<file path="config.mk">
export PLATFORM = sky130hd
export DESIGN_NAME = accel_tilt_angle
export DESIGN_NICKNAME = d
export VERILOG_FILES = /design/src/design/ata_pkg.sv /design/src/design/accel_tilt_angle.sv
export VERILOG_INCLUDE_DIRS = /design/src /design/src/design
export SDC_FILE = /design/constraint.sdc
export NUM_CORES = 2
export LEC_CHECK = 0
export BUFFER_PORTS_ARGS = -buffer_cell sky130_fd_sc_hd__buf_2
export CAP_MARGIN = 5
export CORE_ASPECT_RATIO = 1.4
export CORE_MARGIN = 4
export CORE_UTILIZATION = 60
export DETAILED_ROUTE_END_ITERATION = 10
export GPL_TIMING_DRIVEN = 1
export PLACE_DENSITY = 0.77
export SYNTH_ARGS = -nofsm -noshare
export SYNTH_HDL_FRONTEND = slang
export SYNTH_SLANG_ARGS = --single-unit
</file>
<file path="constraint.sdc">
create_clock -name clock -period 33.7 [get_ports clock]
set_input_delay 3.37 -clock clock [delete_from_list [all_inputs] [get_ports clock]]
set_output_delay 3.37 -clock clock [all_outputs]
set_load 0.01 [all_outputs]
</file>
<file path="src/design/accel_tilt_angle_macros.svh">
// assertion macros for the accel_tilt_angle block
// used by accel_tilt_angle.sv; expects signals named clock and reset in scope
`ifndef ACCEL_TILT_ANGLE_MACROS_SVH
`define ACCEL_TILT_ANGLE_MACROS_SVH

// condition implies consequence in the same cycle
`define ATA_ASSERT_SAME(label, pre, post) \
   label: assert property (@(posedge clock) disable iff (reset) (pre) |-> (post)) \
      else $error("accel_tilt_angle: same-cycle check failed");

// condition implies consequence in the next cycle
`define ATA_ASSERT_NEXT(label, pre, post) \
   label: assert property (@(posedge clock) disable iff (reset) (pre) |=> (post)) \
      else $error("accel_tilt_angle: next-cycle check failed");

`endif

</file>
<file path="src/design/ata_pkg.sv">
// types and constants for the accel_tilt_angle block
// no dependencies; used by accel_tilt_angle.sv
`default_nettype none

package ata_pkg;

   // cordic datapath widths
   localparam int XW = 28;          // x/y: reading * 256 plus cordic growth
   localparam int ZW = 26;          // angle accumulator, 1/65536 degree
   localparam int PW = 29;          // angle times gain
   localparam int TABLE_LEN = 24;

   typedef logic signed [15:0] reading_type;
   typedef logic signed [XW-1:0] xval_type;
   typedef logic signed [ZW-1:0] zval_type;
   typedef logic signed [PW-1:0] prod_type;
   typedef logic signed [17:0] angle_type;

   typedef struct packed {
      reading_type ax;
      reading_type ay;
      reading_type az;
   } readings_type;

   typedef struct packed {
      xval_type x;
      xval_type y;
      zval_type z;
      logic zero;
      readings_type rd;
   } cordic_stage_type;

   // atan(2^-i) in 1/65536 degree
   localparam zval_type ATAN_TABLE [TABLE_LEN] = '{
      zval_type'(2949120), zval_type'(1740967), zval_type'(919879), zval_type'(466945),
      zval_type'(234379), zval_type'(117304), zval_type'(58666), zval_type'(29335),
      zval_type'(14668), zval_type'(7334), zval_type'(3667), zval_type'(1833),
      zval_type'(917), zval_type'(458), zval_type'(229), zval_type'(115),
      zval_type'(57), zval_type'(29), zval_type'(14), zval_type'(7),
      zval_type'(4), zval_type'(2), zval_type'(1), zval_type'(0)
   };

   localparam zval_type ANGLE_90 = zval_type'(5898240);
   localparam zval_type ROUND_Z = zval_type'(128);
   localparam zval_type RAW_MAX = zval_type'(46080);
   localparam zval_type RAW_MIN = zval_type'(-46080);
   localparam prod_type ROUND_P = prod_type'(128);
   localparam prod_type OUT_MAX = prod_type'(69120);
   localparam prod_type OUT_MIN = prod_type'(-69120);
   localparam angle_type TILT_MAX = angle_type'(69120);
   localparam angle_type TILT_MIN = angle_type'(-69120);

   // register index (byte address / 4)
   localparam logic REG_ANGLE_OFFSET = 1'b0;
   localparam logic REG_ANGLE_GAIN = 1'b1;

   localparam logic [15:0] OFFSET_RESET = 16'd2324;
   localparam logic [9:0] GAIN_RESET = 10'd384;

endpackage

`default_nettype wire

</file>
<file path="src/design/accel_tilt_angle.sv">
// Accelerometer tilt: joins six raw bytes into signed X/Y/Z readings, gives the
// remapped vector (Y, -X, -Z) and the tilt angle atan2(X, Z) in 1/256 degree from a
// pipelined vectoring CORDIC, with offset on positive angles, gain and saturation.
// Takes one request per cycle unless req_stall is high. The pipeline has
// one entry stage with the half-plane turn, one stage per CORDIC iteration (capped at
// 24), then round/clamp, offset, gain multiply and output rounding stages. Every stage
// holds on its own, so bubbles close up when the output is stalled. Registers:
// angle_offset at address 0, angle_gain at address 4.
// Depends on ata_pkg.sv and accel_tilt_angle_macros.svh.
`default_nettype none
`include "accel_tilt_angle_macros.svh"

module accel_tilt_angle #(
   parameter int CORDIC_STEPS = 16
) (
   input  wire logic clock,
   input  wire logic reset,
   // request channel
   input  wire logic req_valid,
   output logic req_stall,
   input  wire logic [7:0] req_x_low,
   input  wire logic [7:0] req_x_high,
   input  wire logic [7:0] req_y_low,
   input  wire logic [7:0] req_y_high,
   input  wire logic [7:0] req_z_low,
   input  wire logic [7:0] req_z_high,
   // result channel
   output logic rsp_valid,
   input  wire logic rsp_stall,
   output logic signed [15:0] rsp_accel_x,
   output logic signed [15:0] rsp_accel_y,
   output logic signed [15:0] rsp_accel_z,
   output logic signed [15:0] rsp_vec_first,
   output logic signed [16:0] rsp_vec_second,
   output logic signed [16:0] rsp_vec_third,
   output logic signed [17:0] rsp_tilt_angle,
   // configuration
   input  wire logic psel,
   input  wire logic penable,
   input  wire logic pwrite,
   input  wire logic [2:0] paddr,
   input  wire logic [31:0] pwdata,
   output logic [31:0] prdata,
   output logic pready
);

   localparam int STEPS = (CORDIC_STEPS > ata_pkg::TABLE_LEN) ?
                          ata_pkg::TABLE_LEN : CORDIC_STEPS;

   // ---------------- configuration registers
   logic [15:0] offset_ff, offset_in;
   logic [9:0] gain_ff, gain_in;
   logic cfg_wr;

   assign pready = 1'b1;
   assign cfg_wr = psel && penable && pwrite;

   always_comb begin
      offset_in = offset_ff;
      gain_in = gain_ff;
      if (cfg_wr) begin
         case (paddr[2])
            ata_pkg::REG_ANGLE_OFFSET: offset_in = pwdata[15:0];
            ata_pkg::REG_ANGLE_GAIN: gain_in = pwdata[9:0];
            default: ;
         endcase
      end
   end

   always_comb begin
      case (paddr[2])
         ata_pkg::REG_ANGLE_OFFSET: prdata = {16'd0, offset_ff};
         ata_pkg::REG_ANGLE_GAIN: prdata = {22'd0, gain_ff};
         default: prdata = '0;
      endcase
   end

   always_ff @(posedge clock) begin
      if (reset) begin
         offset_ff <= ata_pkg::OFFSET_RESET;
         gain_ff <= ata_pkg::GAIN_RESET;
      end else begin
         offset_ff <= offset_in;
         gain_ff <= gain_in;
      end
   end

   // ---------------- pipeline control
   logic [STEPS:0] cv_ff, cv_in, cr;
   ata_pkg::cordic_stage_type stage_ff [STEPS+1];
   ata_pkg::cordic_stage_type stage_in [STEPS+1];

   logic p1_v_ff, p1_v_in, p2_v_ff, p2_v_in, p3_v_ff, p3_v_in, rsp_valid_ff, rsp_valid_in;
   logic rdy_p1, rdy_p2, rdy_p3, rdy_out;

   // a stage takes new data when it is empty or its successor moves
   assign rdy_out = !rsp_valid_ff || !rsp_stall;
   assign rdy_p3 = !p3_v_ff || rdy_out;
   assign rdy_p2 = !p2_v_ff || rdy_p3;
   assign rdy_p1 = !p1_v_ff || rdy_p2;
   assign cr[STEPS] = !cv_ff[STEPS] || rdy_p1;

   for (genvar k = 0; k < STEPS; k++) begin : g_ready
      assign cr[k] = !cv_ff[k] || cr[k+1];
   end

   assign req_stall = !cr[0];

   assign cv_in[0] = cr[0] ? req_valid : cv_ff[0];
   for (genvar k = 1; k <= STEPS; k++) begin : g_valid
      assign cv_in[k] = cr[k] ? cv_ff[k-1] : cv_ff[k];
   end

   // ---------------- entry stage: assemble readings, turn into right half plane
   ata_pkg::cordic_stage_type entry;
   ata_pkg::xval_type px, py;

   always_comb begin
      entry.rd.ax = ata_pkg::reading_type'({req_x_high, req_x_low});
      entry.rd.ay = ata_pkg::reading_type'({req_y_high, req_y_low});
      entry.rd.az = ata_pkg::reading_type'({req_z_high, req_z_low});
      px = ata_pkg::xval_type'(entry.rd.az) <<< 8;
      py = ata_pkg::xval_type'(entry.rd.ax) <<< 8;
      entry.zero = (entry.rd.ax == 16'sd0) && (entry.rd.az == 16'sd0);
      entry.x = px;
      entry.y = py;
      entry.z = '0;
      if (px < 0) begin
         if (py >= 0) begin
            entry.x = py;
            entry.y = -px;
            entry.z = ata_pkg::ANGLE_90;
         end else begin
            entry.x = -py;
            entry.y = px;
            entry.z = -ata_pkg::ANGLE_90;
         end
      end
      stage_in[0] = cr[0] ? entry : stage_ff[0];
   end

   // ---------------- cordic iterations, one per stage
   for (genvar k = 1; k <= STEPS; k++) begin : g_step
      ata_pkg::cordic_stage_type nxt;
      always_comb begin
         nxt = stage_ff[k-1];
         if (stage_ff[k-1].y >= 0) begin
            nxt.x = stage_ff[k-1].x + (stage_ff[k-1].y >>> (k-1));
            nxt.y = stage_ff[k-1].y - (stage_ff[k-1].x >>> (k-1));
            nxt.z = stage_ff[k-1].z + ata_pkg::ATAN_TABLE[k-1];
         end else begin
            nxt.x = stage_ff[k-1].x - (stage_ff[k-1].y >>> (k-1));
            nxt.y = stage_ff[k-1].y + (stage_ff[k-1].x >>> (k-1));
            nxt.z = stage_ff[k-1].z - ata_pkg::ATAN_TABLE[k-1];
         end
         stage_in[k] = cr[k] ? nxt : stage_ff[k];
      end
   end

   always_ff @(posedge clock) begin
      stage_ff <= stage_in;
   end

   // ---------------- post stages
   ata_pkg::readings_type p1_rd_ff, p1_rd_in, p2_rd_ff, p2_rd_in, p3_rd_ff, p3_rd_in;
   ata_pkg::angle_type p1_raw_ff, p1_raw_in, p2_corr_ff, p2_corr_in;
   ata_pkg::prod_type p3_prod_ff, p3_prod_in;
   ata_pkg::zval_type zrnd;
   ata_pkg::prod_type prnd, prod_full;
   logic signed [18:0] corr_wide;

   logic signed [15:0] rsp_accel_x_ff, rsp_accel_x_in, rsp_accel_y_ff, rsp_accel_y_in;
   logic signed [15:0] rsp_accel_z_ff, rsp_accel_z_in;
   logic signed [16:0] rsp_vec_second_ff, rsp_vec_second_in;
   logic signed [16:0] rsp_vec_third_ff, rsp_vec_third_in;
   ata_pkg::angle_type rsp_tilt_ff, rsp_tilt_in;

   // round accumulator to 1/256 degree and clamp to half a turn
   always_comb begin
      zrnd = (stage_ff[STEPS].z + ata_pkg::ROUND_Z) >>> 8;
      if (zrnd > ata_pkg::RAW_MAX) begin
         zrnd = ata_pkg::RAW_MAX;
      end else if (zrnd < ata_pkg::RAW_MIN) begin
         zrnd = ata_pkg::RAW_MIN;
      end
      if (stage_ff[STEPS].zero) begin
         zrnd = '0;
      end
      p1_v_in = rdy_p1 ? cv_ff[STEPS] : p1_v_ff;
      p1_raw_in = rdy_p1 ? ata_pkg::angle_type'(zrnd) : p1_raw_ff;
      p1_rd_in = rdy_p1 ? stage_ff[STEPS].rd : p1_rd_ff;
   end

   // offset only on positive angles
   always_comb begin
      corr_wide = 19'(p1_raw_ff);
      if (p1_raw_ff > 0) begin
         corr_wide = 19'(p1_raw_ff) - $signed({3'd0, offset_ff});
      end
      p2_v_in = rdy_p2 ? p1_v_ff : p2_v_ff;
      p2_corr_in = rdy_p2 ? ata_pkg::angle_type'(corr_wide) : p2_corr_ff;
      p2_rd_in = rdy_p2 ? p1_rd_ff : p2_rd_ff;
   end

   always_comb begin
      prod_full = ata_pkg::prod_type'(p2_corr_ff) *
                  ata_pkg::prod_type'($signed({1'b0, gain_ff}));
      p3_v_in = rdy_p3 ? p2_v_ff : p3_v_ff;
      p3_prod_in = rdy_p3 ? prod_full : p3_prod_ff;
      p3_rd_in = rdy_p3 ? p2_rd_ff : p3_rd_ff;
   end

   always_comb begin
      prnd = (p3_prod_ff + ata_pkg::ROUND_P) >>> 8;
      if (prnd > ata_pkg::OUT_MAX) begin
         prnd = ata_pkg::OUT_MAX;
      end else if (prnd < ata_pkg::OUT_MIN) begin
         prnd = ata_pkg::OUT_MIN;
      end
      rsp_valid_in = rdy_out ? p3_v_ff : rsp_valid_ff;
      rsp_tilt_in = rdy_out ? ata_pkg::angle_type'(prnd) : rsp_tilt_ff;
      rsp_accel_x_in = rdy_out ? p3_rd_ff.ax : rsp_accel_x_ff;
      rsp_accel_y_in = rdy_out ? p3_rd_ff.ay : rsp_accel_y_ff;
      rsp_accel_z_in = rdy_out ? p3_rd_ff.az : rsp_accel_z_ff;
      rsp_vec_second_in = rdy_out ? -17'(p3_rd_ff.ax) : rsp_vec_second_ff;
      rsp_vec_third_in = rdy_out ? -17'(p3_rd_ff.az) : rsp_vec_third_ff;
   end

   always_ff @(posedge clock) begin
      if (reset) begin
         cv_ff <= '0;
         p1_v_ff <= 1'b0;
         p2_v_ff <= 1'b0;
         p3_v_ff <= 1'b0;
         rsp_valid_ff <= 1'b0;
      end else begin
         cv_ff <= cv_in;
         p1_v_ff <= p1_v_in;
         p2_v_ff <= p2_v_in;
         p3_v_ff <= p3_v_in;
         rsp_valid_ff <= rsp_valid_in;
      end
   end

   always_ff @(posedge clock) begin
      p1_raw_ff <= p1_raw_in;
      p1_rd_ff <= p1_rd_in;
      p2_corr_ff <= p2_corr_in;
      p2_rd_ff <= p2_rd_in;
      p3_prod_ff <= p3_prod_in;
      p3_rd_ff <= p3_rd_in;
      rsp_tilt_ff <= rsp_tilt_in;
      rsp_accel_x_ff <= rsp_accel_x_in;
      rsp_accel_y_ff <= rsp_accel_y_in;
      rsp_accel_z_ff <= rsp_accel_z_in;
      rsp_vec_second_ff <= rsp_vec_second_in;
      rsp_vec_third_ff <= rsp_vec_third_in;
   end

   assign rsp_valid = rsp_valid_ff;
   assign rsp_accel_x = rsp_accel_x_ff;
   assign rsp_accel_y = rsp_accel_y_ff;
   assign rsp_accel_z = rsp_accel_z_ff;
   assign rsp_vec_first = rsp_accel_y_ff;
   assign rsp_vec_second = rsp_vec_second_ff;
   assign rsp_vec_third = rsp_vec_third_ff;
   assign rsp_tilt_angle = rsp_tilt_ff;

   // ---------------- assertions
   logic tilt_ok;
   assign tilt_ok = (rsp_tilt_ff <= ata_pkg::TILT_MAX) && (rsp_tilt_ff >= ata_pkg::TILT_MIN);

   // input only backs up when the entry stage is full and the output is held
   `ATA_ASSERT_SAME(a_stall_source, req_stall, cv_ff[0] && rsp_valid_ff && rsp_stall)
   // a taken result with nothing behind it leaves the output empty
   `ATA_ASSERT_NEXT(a_no_repeat, rsp_valid_ff && !rsp_stall && !p3_v_ff, !rsp_valid_ff)
   // zero vector gives a zero raw angle
   `ATA_ASSERT_NEXT(a_zero_raw, rdy_p1 && cv_ff[STEPS] && stage_ff[STEPS].zero, p1_raw_ff == 0)
   `ATA_ASSERT_SAME(a_tilt_range, rsp_valid_ff, tilt_ok)

endmodule

`default_nettype wire

</file>
# --- Yosys cells after proc, flatten, opt, wreduce, memory -nomap -nowiden ---
# Cells that the tools add are included.
classes:
  bitwise_logic: 2
  n_mul: 1
  order_cmp: 23
  n_shift: 0
  reduce_logical: 56
  div: 0
  mux: 23
  add_sub_neg: 98
  eq_ne: 0
ops:
  columns: ["operator", "n"]
  rows:
  - ["$mux W82", 17]
  - ["$ge A28 B1 Y1 const B", 16]
  - ["$pmux W32 S2", 1]
  - ["$add A28 B14 Y28", 2]
  - ["$add A28 B15 Y28", 2]
  - ["$add A28 B16 Y28", 2]
  - ["$add A28 B17 Y28", 2]
  - ["$add A28 B18 Y28", 2]
  - ["$add A28 B19 Y28", 2]
  - ["$add A28 B20 Y28", 2]
  - ["$add A28 B21 Y28", 2]
  - ["$add A28 B22 Y28", 2]
  - ["$add A28 B23 Y28", 2]
  - ["$add A28 B24 Y28", 2]
  - ["$add A28 B25 Y28", 2]
  - ["$add A28 B26 Y28", 2]
  - ["$add A28 B27 Y28", 2]
  - ["$neg A24 Y28", 2]
  - ["$sub A28 B14 Y28", 2]
  - ["$sub A28 B15 Y28", 2]
  - ["$sub A28 B16 Y28", 2]
  - ["$sub A28 B17 Y28", 2]
  - ["$sub A28 B18 Y28", 2]
  - ["$sub A28 B19 Y28", 2]
  - ["other kinds (64)", 127]
word_totals:
  n_memories: 0
  input_bits: 90
  latch_bits: 0
  regBits: 2499
  elab_cells: 365
  output_inout_bits: 151
  ram_bits: 0
  rom_bits: 0

# --- Longest topological paths before layout ---
depth:
  ltp_word: 23
  mapped_depth: 24

# --- Worst setup path before layout ---
# OpenSTA, ideal clock, no wires.
synth_timing:
  path_kind: "input port to output port"
  startpoint: "in rsp_stall"
  endpoint: "out req_stall"
  required_time_ps: 30330
  path_buffers: 0
  stages: 12
  setup_slack_ps: 17311
  arrival_ps: 13019
  path_cell_list: "and3_1 > inv_1 > nor2_1 > and2_1 > inv_1 > nor3_1 > and2_1 > inv_1 > nor2_1 > and2_1 > nand3_1 > inv_1"
synth_between:
  elab_chain_len: 23
synth_rtl:
  columns: ["item", "line", "text"]
  rows:
  - ["from (decl)", "accel_tilt_angle.sv:29", "input wire logic rsp_stall,"]
  - ["$logic_not A1 Y1", "accel_tilt_angle.sv:97", "assign rdy_out = !rsp_valid_ff || !rsp_stall;"]
  - ["$logic_or A1 B1 Y1", "accel_tilt_angle.sv:97", null]
  - ["$logic_or A1 B1 Y1", "accel_tilt_angle.sv:98", "assign rdy_p3 = !p3_v_ff || rdy_out;"]
  - ["via rdy_p3", "accel_tilt_angle.sv:94", "logic rdy_p1, rdy_p2, rdy_p3, rdy_out;"]
  - ["$logic_or A1 B1 Y1", "accel_tilt_angle.sv:99", "assign rdy_p2 = !p2_v_ff || rdy_p3;"]
  - ["$logic_or A1 B1 Y1", "accel_tilt_angle.sv:100", "assign rdy_p1 = !p1_v_ff || rdy_p2;"]
  - ["$logic_or A1 B1 Y1", "accel_tilt_angle.sv:101", "assign cr[STEPS] = !cv_ff[STEPS] || rdy_p1;"]
  - ["$logic_or A1 B1 Y1", "accel_tilt_angle.sv:104", "assign cr[k] = !cv_ff[k] || cr[k+1];"]
  - ["via cr[15]", "accel_tilt_angle.sv:89", "logic [STEPS:0] cv_ff, cv_in, cr;"]
  - ["$logic_or A1 B1 Y1 (9 in series)", "accel_tilt_angle.sv:104", null]
  - ["via cr[6]", "accel_tilt_angle.sv:89", null]
  - ["$logic_or A1 B1 Y1 (6 in series)", "accel_tilt_angle.sv:104", null]
  - ["$logic_not A1 Y1", "accel_tilt_angle.sv:107", "assign req_stall = !cr[0];"]
  - ["to (decl)", "accel_tilt_angle.sv:20", "output logic req_stall,"]
# The timed path passes the listed nets, and every way through them passes these cells.

# --- Worst setup path after layout ---
# Same ends and word-level chain as after synthesis.

==> impl_metrics.toml <==
[status]
status = "completed"

[layout]
final_nets = 14077
area.growth.synth_to_final_pct = 8.52
final_common_cell = "edfxtp_1"
final_cell_mix = "2262 x edfxtp_1, 1197 x ha_1, 982 x xnor2_1"
num-fill-cells = 17002
drive_above_1_share_pct = 5.51

[sta]
tightest_slew_ns = 1.25
fin_ws_ns = 22.67
fmax_mhz = 90.7
slew_viol_final = 0
hold_ws_ns = 0.334
min_period_ns = 11.03
setup_viol = 0
rsz0062_at_grt = "no"
hold_viol_final = 0
fin_crit_sh_pct = 32.7
fin_skew_ns = 0.119
tns_ns = 0
slew_headroom_pct = 16.1

[die]
initial_core_util_pct = 60.4
dieWidth_um = 414
coreArea_um2 = 230000
fp.dieH_um = 577
io_pins = 241
dieArea_um2 = 239000
rows = 208

[yosys]
synth_top_area_share_pct = 49.0
syn_area_um2 = 139000
synthCells = 12259
yosys.area.top_type = "edfxtp_1"
synth_seq_cells = 2309
synthTopCellsByArea = "edfxtp_1 49%, ha_1 11%, xnor2_1 6.2%"
ys_seq_area_share_pct = 49.7
synth_area_per_cell_um2 = 11.3
synth_edf_count = 2262
yosysUniqueCellTypes = 93
yosysWarnings = 0
ys.flop_type = "edfxtp_1"
async_flop_share_pct = 0

[worst_setup_path]
max_stage_delay_ns = 0.68
crit_path_max_fanout = 63
cp_data_arrival_time_ns = 7.66
startpoint_type = "input port"
r2r_cells = 20
slowest_stage = "nor3_1"
cp_num_cells = 14
path_delay_family = "simple AND/OR/NAND/NOR gates"
crit_chain = "buf_2, and3_1, inv_2, nor2_1, and2_1, inv_2, nor3_1, and2_1, inv_4, nor2_1, and2_1, nand3_4, inv_1, buf_2"
critPathKind = "in2out"
crit_path_end_kind = "output port"
cp.required_ns = 30.33
cp_num_buf_inv = 6
cp_common_cell = "and2_1"

[route]
drc = 0
via_per_inst = 5.98
ant_nets = 0
wl_mm = 322
dr.pass1.iters = 8
drtIter0Drc = 5732
wl_per_cell_um = 20.4
route.vias.total = 94635

[clocking]
cts_tree = "yes"
hold_buffers = 0
clk_latency_ns = 0.91
clkTransAtPathRegs_ns = 0.07
post_cts_buffers = 0
clock-root-buffer = "clkbuf_16"
cts_buffers = 218
cts_htree_levels = 4
cts_resized = 0
cts.sinks = 2309
cts_buffer_depth = 4

[placement]
place.detailed.hpwl_mm = 239
pre_cts_slack_ns = 22.87
numPortBuffers = 205
gp_congestion = 0.975

[grt]
antenna_found_initial = 15
grt_pass1_vias = 97179
grt_pass1_wl_mm = 510
grt_start_max_net_pins = 86
grt_usage_pct = 26.4
grt_overflow = 0

[min_path]
min_path_cells = 0
min-delay-path-class = "reg2reg"

[flow_run]
maxCapViolations = 0
## cells by family (layout without fill, tap and decap cells)
family	Yosys count	after routing	share of synthesized area, %
AND/OR/NAND/NOR	3078	3078	10.6
AO/OA/AOI/OAI	3008	3008	13.8
flip-flops	2309	2309	49.7
XOR/XNOR	1494	1494	9.44
adder cells (fa/ha/maj)	1393	1393	13.6
buffers and inverters	945	1356	2.66
multiplexers	30	30	0.221
other	2	110	0.00542
## flip-flops by register name, summed over array words and instances (netlist names), 10 cells and up
name and count:
rsp_vec_second 17, stage_ff 1178, rsp_accel_x 15, rsp_vec_third 17, p1_rd_ff 48, cv_ff 17
rsp_accel_z 15, p2_corr_ff 18, p1_raw_ff 18, g_step.nxt 784, rsp_accel_y 16, p3_prod_ff 22
rsp_tilt_angle 18, p3_rd_ff 48, p2_rd_ff 48, gain_ff 10, offset_ff 16
## layer usage
metal  GRT usage (%)  up-vias  part of all wire (%)
met2            52.2     2463                    55
met4            14.7        8                   6.3
li1                -    45614                     -
met5               0        -                 0.016
met1            26.8    45527                    35
met3            2.97     1023                   3.7
## cells in the mapped netlist (all sizes together) (79+ instances only)
library cell  count
o21a            145
o21bai          170
fa              196
xnor2           982
a21o            393
a211oi           79
nand2           787
and2            128
and3             97
a31oi           102
clkbuf          175
nand3           212
nor2            903
inv             709
o21ai           636
o31ai           166
or3             117
nor2b           140
ha             1197
nand2b          134
a21oi           899
nor3            254
xor2            512
edfxtp         2262
## final timing paths
check / start / end / slack [ns]
setup / recovery: rsp_stall / req_stall / 22.67
hold / removal: g_step[8].nxt[47] / g_step[9].nxt[47] / 0.33
setup reg to reg: gain_ff[4] / p3_prod_ff[26] / 26.79
hold reg to reg: g_step[8].nxt[47] / g_step[9].nxt[47] / 0.33
## area by class of cell
class,instances,area [um2],share of cell area [%]
diodes,12,30.0,0.0200
inverters,710,2680,1.78
repair buffers,254,1390,0.926
clock buffers,244,5610,3.73
clock inverters,148,1520,1.01
multi-input cells,9101,66500,44.2
flip-flops and latches,2309,68900,45.8
well taps,3045,3810,2.53
## metrics by stage
stage	util (%)	std cells	area, um2
2_1_floorplan	-	12355	139000
3_5_place_dp	62.4	15419	143000
5_1_grt	65.5	15813	150000
6_report	65.5	15823	150000
3_3_place_gp	62.4	15419	143000
4_1_cts	65.5	15811	150000
## worst reg2reg max path, stage by stage (launching register included)
cell      delay [ns]
dfxtp_1         1.00
nand2_1         0.19
fa_1            0.62
fa_1            0.45
fa_1            0.54
inv_1           0.07
fa_1            0.54
inv_1           0.06
fa_1            0.52
inv_1           0.04
ha_1            0.36
a21o_1          0.21
a21o_1          0.19
a21o_1          0.18
nand2_1         0.11
o31ai_1         0.12
o311a_1         0.38
o211ai_1        0.27
or3b_2          0.51
a21oi_1         0.20
xnor2_1         0.08
Power is not shown: default switching activity piles up to over one toggle a cycle in this logic, so the estimate is an artifact.
